===== src/rtl/dsd_pkg.sv =====
`timescale 1ns / 1ps
package dsd_pkg;
  localparam int HistBytes = 64;
  localparam int HistW = $clog2(HistBytes);
  localparam int TapCount = 512;
  localparam int TapW = $clog2(TapCount);
  localparam int CoefBits = 24;
  localparam int LockFrames = 32;
  localparam int ReleaseFrames = 64;
  localparam int RunW = 10;
  localparam logic [RunW-1:0] RunCap = 10'd1000;
  localparam logic [7:0] MarkA = 8'h05;
  localparam logic [7:0] MarkB = 8'hFA;
  localparam logic [7:0] Silence = 8'h69;
  localparam int AccW = CoefBits + TapW + 2;
  // tap sum times two, Q1.(CoefBits-1) to Q1.31
  localparam int FirShift = 33 - CoefBits;
  localparam int FirW = AccW + FirShift;

  localparam logic [0:0] RegMode = 1'b0;
  localparam logic [0:0] RegNatWidth = 1'b1;

  localparam logic [1:0] ModePass = 2'd0;
  localparam logic [1:0] ModeDop = 2'd1;
  localparam logic [1:0] ModeNative = 2'd2;
  localparam logic [1:0] NatW8 = 2'd0;
  localparam logic [1:0] NatW16 = 2'd1;
  localparam logic [1:0] NatW32 = 2'd2;

  // job handed from front to back
  typedef struct packed {
    logic        is_tap;
    logic [TapW-1:0] tap_index;
    logic signed [CoefBits-1:0] tap_value;
    logic        clear_hist;  // refill history with silence before pushes
    logic [2:0]  push_count;  // 0,1,2 or 4 bytes
    logic [31:0] push_bytes;  // bytes, first pushed at [31:24]
    logic        run_fir;
    logic        locked;
    logic [31:0] sample;
  } job_t;
endpackage


===== src/rtl/dsd_front.sv =====
`timescale 1ns / 1ps
module dsd_front (
  input  logic clk,
  input  logic rst,
  input  logic cfg_write,
  input  logic [0:0] cfg_index,
  input  logic [1:0] cfg_data,
  input  logic in_valid,
  output logic in_stall,
  input  logic command,
  input  logic [31:0] sample,
  input  logic [8:0] tap_index,
  input  logic signed [23:0] tap_value,
  output logic job_valid,
  input  logic job_full,
  output dsd_pkg::job_t job
);
  import dsd_pkg::*;

  logic [1:0] decode_mode, native_width;
  logic [RunW-1:0] valid_run, invalid_run;
  logic lock_flag, wide_container, container_fixed;
  logic [7:0] previous_marker;

  logic [RunW-1:0] valid_run_next, invalid_run_next;
  logic lock_next, wide_next, fixed_next;
  logic [7:0] prev_next, m24, m32, marker;
  logic [15:0] word;
  logic ok24, ok32, valid, take;

  assign in_stall = job_full;
  assign take = in_valid && !job_full;
  assign job_valid = take;

  always_comb begin
    m24 = sample[31:24];
    m32 = sample[23:16];
    ok24 = (m24 == MarkA) || (m24 == MarkB);
    ok32 = (m32 == MarkA) || (m32 == MarkB);
    valid_run_next = valid_run;
    invalid_run_next = invalid_run;
    lock_next = lock_flag;
    wide_next = wide_container;
    fixed_next = container_fixed;
    prev_next = previous_marker;
    valid = 1'b0;
    marker = m24;
    word = sample[23:8];
    job = '0;
    job.sample = sample;
    job.tap_index = tap_index;
    job.tap_value = tap_value[CoefBits-1:0];
    if (command) begin
      job.is_tap = 1'b1;
    end else if (decode_mode == ModeNative) begin
      lock_next = 1'b1;
      job.push_bytes = sample;
      if (native_width == NatW8) job.push_count = 3'd1;
      else if (native_width == NatW32) job.push_count = 3'd4;
      else job.push_count = 3'd2;
    end else if (decode_mode == ModeDop) begin
      if (!container_fixed) begin
        if (ok24) wide_next = 1'b0;
        else if (ok32) wide_next = 1'b1;
      end
      if (wide_next && (container_fixed || !ok24)) begin
        marker = m32;
        word = sample[15:0];
      end
      valid = ((marker == MarkA) || (marker == MarkB)) &&
              (previous_marker == 8'd0 || marker != previous_marker);
      if (valid) begin
        if (valid_run < RunCap) valid_run_next = valid_run + 1'b1;
        invalid_run_next = '0;
        prev_next = marker;
        if (valid_run_next >= RunW'(4)) fixed_next = 1'b1;
        if (valid_run_next >= RunW'(LockFrames)) lock_next = 1'b1;
      end else begin
        if (invalid_run < RunCap) invalid_run_next = invalid_run + 1'b1;
        valid_run_next = '0;
        if (invalid_run_next >= RunW'(ReleaseFrames)) begin
          prev_next = 8'd0;
          fixed_next = 1'b0;
          if (lock_flag) begin
            lock_next = 1'b0;
            job.clear_hist = 1'b1;
          end
        end
      end
      if (valid || lock_next) begin
        job.push_count = 3'd2;
        job.push_bytes = {word, 16'd0};
      end
    end
    if (!command && (decode_mode == ModeDop || decode_mode == ModeNative))
      job.run_fir = lock_next;
    job.locked = (decode_mode == ModeDop || decode_mode == ModeNative) ? lock_next
                                                                         : lock_flag;
  end

  always_ff @(posedge clk) begin
    if (rst) begin
      decode_mode <= ModePass;
      native_width <= NatW16;
      valid_run <= '0;
      invalid_run <= '0;
      lock_flag <= 1'b0;
      wide_container <= 1'b0;
      container_fixed <= 1'b0;
      previous_marker <= '0;
    end else begin
      if (cfg_write) begin
        if (cfg_index == RegMode) decode_mode <= cfg_data;
        else native_width <= cfg_data;
      end
      if (take && !command) begin
        valid_run <= valid_run_next;
        invalid_run <= invalid_run_next;
        lock_flag <= lock_next;
        wide_container <= wide_next;
        container_fixed <= fixed_next;
        previous_marker <= prev_next;
      end
    end
  end

  a_lock_on_native: assert property (@(posedge clk) disable iff (rst)
    (take && !command && decode_mode == ModeNative) |=> lock_flag)
    else $error("native frame left lock clear");
  a_clear_only_release: assert property (@(posedge clk) disable iff (rst)
    (job_valid && job.clear_hist) |-> (lock_flag && !job.locked))
    else $error("history clear without release");
  a_runs_exclusive: assert property (@(posedge clk) disable iff (rst)
    (valid_run == '0) || (invalid_run == '0))
    else $error("both run counters nonzero");
endmodule


===== config.mk =====
export PLATFORM = sky130hd
export DESIGN_NAME = dsd_front
export DESIGN_NICKNAME = d
export VERILOG_FILES = /design/src/rtl/dsd_pkg.sv /design/src/rtl/dsd_front.sv
export SDC_FILE = /design/constraint.sdc
export NUM_CORES = 1
export LEC_CHECK = 0
export ABC_AREA = 1
export BUFFER_PORTS_ARGS = -buffer_cell sky130_fd_sc_hd__buf_4
export CAP_MARGIN = 10
export CELL_PAD_IN_SITES_DETAIL_PLACEMENT = 0
export CELL_PAD_IN_SITES_GLOBAL_PLACEMENT = 1
export CORE_ASPECT_RATIO = 1.2
export CORE_MARGIN = 1.5
export CORE_UTILIZATION = 29
export DETAILED_ROUTE_END_ITERATION = 12
export PLACE_DENSITY_LB_ADDON = 0.3
export SETUP_SLACK_MARGIN = 0.1
export SKIP_LAST_GASP = 1
export SLEW_MARGIN = 20
export SYNTH_ARGS = -nofsm -noshare
export SYNTH_HDL_FRONTEND = slang
export SYNTH_SLANG_ARGS = --single-unit

===== constraint.sdc =====
create_clock -name clk -period 5.8 [get_ports clk]
set_input_delay 1.74 -clock clk [delete_from_list [all_inputs] [get_ports clk]]
set_output_delay 1.74 -clock clk [all_outputs]
set_load 0.005 [all_outputs]

==> flow_summary.yaml <==
sta:
  worstMarginPinSlew_ns: 0.7481
  tns_ns: 0
  whs_ns: 0.4632
  min_period_ns: 5.613
  finalHoldViolCount: 0
  worst_clock_skew_ns: 0.006082
  setup_viol_count_final: 0
  max_freq_ghz: 0.1781
  slew_headroom_pct: 50.00
  slew_violations: 0
  finalCritPeriodShare_pct: 96.78
  rsz0062_at_grt: "false"
clocking:
  ctsRootBufferMaster: "clkbuf_16"
  clk-insertion-delay-late_ns: 0.27
  clk_path_buf_depth: 2
  cts.sinks: 35
  cts.hold.buffers_added: 0
  cts_tree: "built"
  htreeDepth: 2
  clk_pin_slew_ns: 0.05
  numCtsBuffers: 5
logic_synthesis:
  synth-simple-area-share_pct: 37.91
  synth_top_family_by_area: "simple AND/OR/NAND/NOR gates"
  syn_avg_cell_area_sq_um: 5.720
  synthXorXnorAreaFrac_pct: 0.7656
  synth.area.mux_share_pct: 0
  synth.distinct_cells: 32
  synth-compound-area-share_pct: 13.09
  synthAdderAreaFrac_pct: 1.458
  yosys_warnings: 0
  ys_ff_latch: 35
  synthesis.area_sq_um: 3432
  synth_nets: 678
  synthCells: 600
  yosysSeqAreaShare_pct: 20.42
global_routing:
  grt_pass1_wl_um: 15470
  antenna_found_initial: 0
  first_global_vias: 3329
  grt_max_degree: 32
  overflow: 0
  grtUsageTotal_pct: 15.44
drt:
  route.detailed.drc: 0
  drtAntennaViolNets: 0
  post_drt_wl_per_cell_um: 12.86
  drt-total-wl_um: 10470
  drt_iter0_markers: 114
  dr_total_vias: 3739
  vias_per_cell: 4.593
  firstDrtPassIters: 4
power_and_ir_drop:
  power.share.combinational_pct: 22.1
  pwr-share-clk_pct: 41.6
  p_int_w: 0.0004942
  swShare_pct: 26.58
  p_sw_w: 0.0001789
  power_leakage_nw: 2.237
  p_per_area_nw_per_um2: 151.2
  max-vdd-ir-drop_uv: 130.1
  seqPwrFrac_pct: 36.4
setup_path:
  cp-start-kind: "primary input"
  cp-end-kind: "output pin"
  slowest_stage: "nor2_8"
  arrival_ns: 3.87
  crit_top_cell: "nand2_1"
  required_ns: 4.06
  worstPathCellList: "buf_4 > inv_2 > nand2_1 > nor2_1 > nand2_1 > nand2_1 > nand2_2 > nand2_8 > buf_8 > nand3_2 > nand2_2 > nand4_1 > o21ai_2 > nand2_4 > nand2_4 > nand2_8 > nor2_8 > nand2_2 > nand2_1 > buf_4"
  cp_max_fo: 8
  critical_path_class: "in2out"
  max_stage_delay_ns: 0.22
worst_hold_path:
  min_path_type: "reg2reg"
die:
  row_count: 43
  initial_core_util_pct: 29.67
  pin_count: 180
  fp.dieArea_sq_um: 12500
  die_y_um: 122.2
  core-area_sq_um: 11570
  die_x_um: 102.3
finish:
  final_util_pct: 38.50
  syn_to_final_growth_pct: 29.75
  nets: 734
  layout-drive-gt1-share_pct: 28.77
  final_common_cell: "nand2_1"
  final_cell_mix: "171 x nand2_1, 117 x buf_4, 78 x inv_1, 57 x nor2_1, 38 x a21oi_1"
  fillers: 1256
  n_antenna_cell: 0
placement:
  port_buffers: 113
  gp_congestion: 0.8637
  hpwlAfterDp_um: 7975
outcome:
  status: "finished clean"
run:
  cap_violations: 0
per-stage QoR:
stage                     setup WS [ns]  std cells  total power, W  cell area (sq um)
after global placement          0.06522        794       0.0003832               3936
after detailed placement        0.08239        794       0.0003834               3936
after floorplan                  0.6505        600       0.0003414               3432
after CTS                        0.1812        802       0.0006692               4101
after global routing            0.04629        814       0.0007073               4453
final                            0.1866        814       0.0006731               4453
metal layers:
metal | global-route usage (%) | up-vias | routed length [um]
met1 | 17.05 | 1693 | 4267
li1 | - | 1914 | -
met2 | 30.46 | 112 | 5516
met4 | 4.110 | 0 | 170
met3 | 1.664 | 20 | 518
met5 | 0 | - | 0
synth_stat cells:
master	count	area share, %
nor2_4	1	0.33
nand3b_1	2	0.44
buf_4	69	15
inv_2	2	0.22
xnor2_1	2	0.51
xor2_1	1	0.26
nor2_8	1	0.58
nor3b_1	1	0.22
clkbuf_1	10	1.1
nand2_2	6	1.1
nor4_1	2	0.36
nor3_1	6	0.87
o31ai_1	1	0.22
nor2_1	57	6.2
a31oi_1	1	0.18
o22ai_1	1	0.18
o211ai_1	4	0.87
dfxtp_1	35	20
clkinv_1	1	0.11
o21ai_2	3	0.77
o21ai_1	1	0.15
nand2_1	190	21
nand2_4	4	1.3
a211oi_1	2	0.44
nand4_1	8	1.5
buf_6	2	0.66
inv_1	84	9.2
ha_1	4	1.5
o21bai_1	1	0.22
nand3_1	29	4.2
a21oi_1	39	5.7
o21ai_0	30	4.4
repair_timing:
action / 4_1_cts / 5_1_grt
gates cloned: 0 / 5
buffers inserted: 0 / 7
pin swaps: 0 / 24
resized for setup: 1 / 58
endpoints found under the setup margin: 3 / 18
flip-flops by register name, indices dropped and copies added, names as in the netlist:
register / flops
decode_mode: 2
wide_container: 1
invalid_run: 10
native_width: 2
container_fixed: 1
valid_run: 10
lock_flag: 1
previous_marker: 8
power by group through the flow:
stage / logic [W] / clock network (W) / registers (W)
after global routing: 0.000165 / 0.000297 / 0.000245
after floorplan: 0.0000919 / 0 / 0.000250
after global placement: 0.000133 / 0 / 0.000250
final: 0.000149 / 0.000280 / 0.000245
after CTS: 0.000134 / 0.000291 / 0.000245
after detailed placement: 0.000133 / 0 / 0.000250
cell type report:
| type | count | area [sq um] | share of cell area, % |
|---|---|---|---|
| clock buffer | 7 | 152.6 | 3.428 |
| clock inverter | 1 | 7.507 | 0.1686 |
| inverter | 87 | 331.6 | 7.446 |
| multi-input combinational | 400 | 2029 | 45.57 |
| sequential | 35 | 700.7 | 15.73 |
| tap | 157 | 196.4 | 4.411 |
| timing repair buffer | 127 | 1035 | 23.24 |
final timing paths:
path | startpoint | endpoint | slack (ns) | depth (start not counted)
worst max register to register | decode_mode[0] | previous_marker[0] | 3.23 | 10
worst min register to register | container_fixed | container_fixed | 0.46 | 2
worst min-delay path | container_fixed | container_fixed | 0.46 | 2
worst max-delay path | sample[20] | job[62] | 0.19 | 20
worst max-delay path, delay by kind of cell:
family                 cells  cell delay, ns
AO/OA/AOI/OAI              1            0.18
AND/OR/NAND/NOR           15            1.47
buffers and inverters      4            0.46
cells by family (layout without fill, tap and decap cells):
family	after synthesis	count (layout)
AND/OR/NAND/NOR	307	310
buffers and inverters	168	222
AO/OA/AOI/OAI	83	83
flip-flops	35	35
adder cells (fa/ha/maj)	4	4
XOR/XNOR	3	3
(Power assumes the default switching activity.)
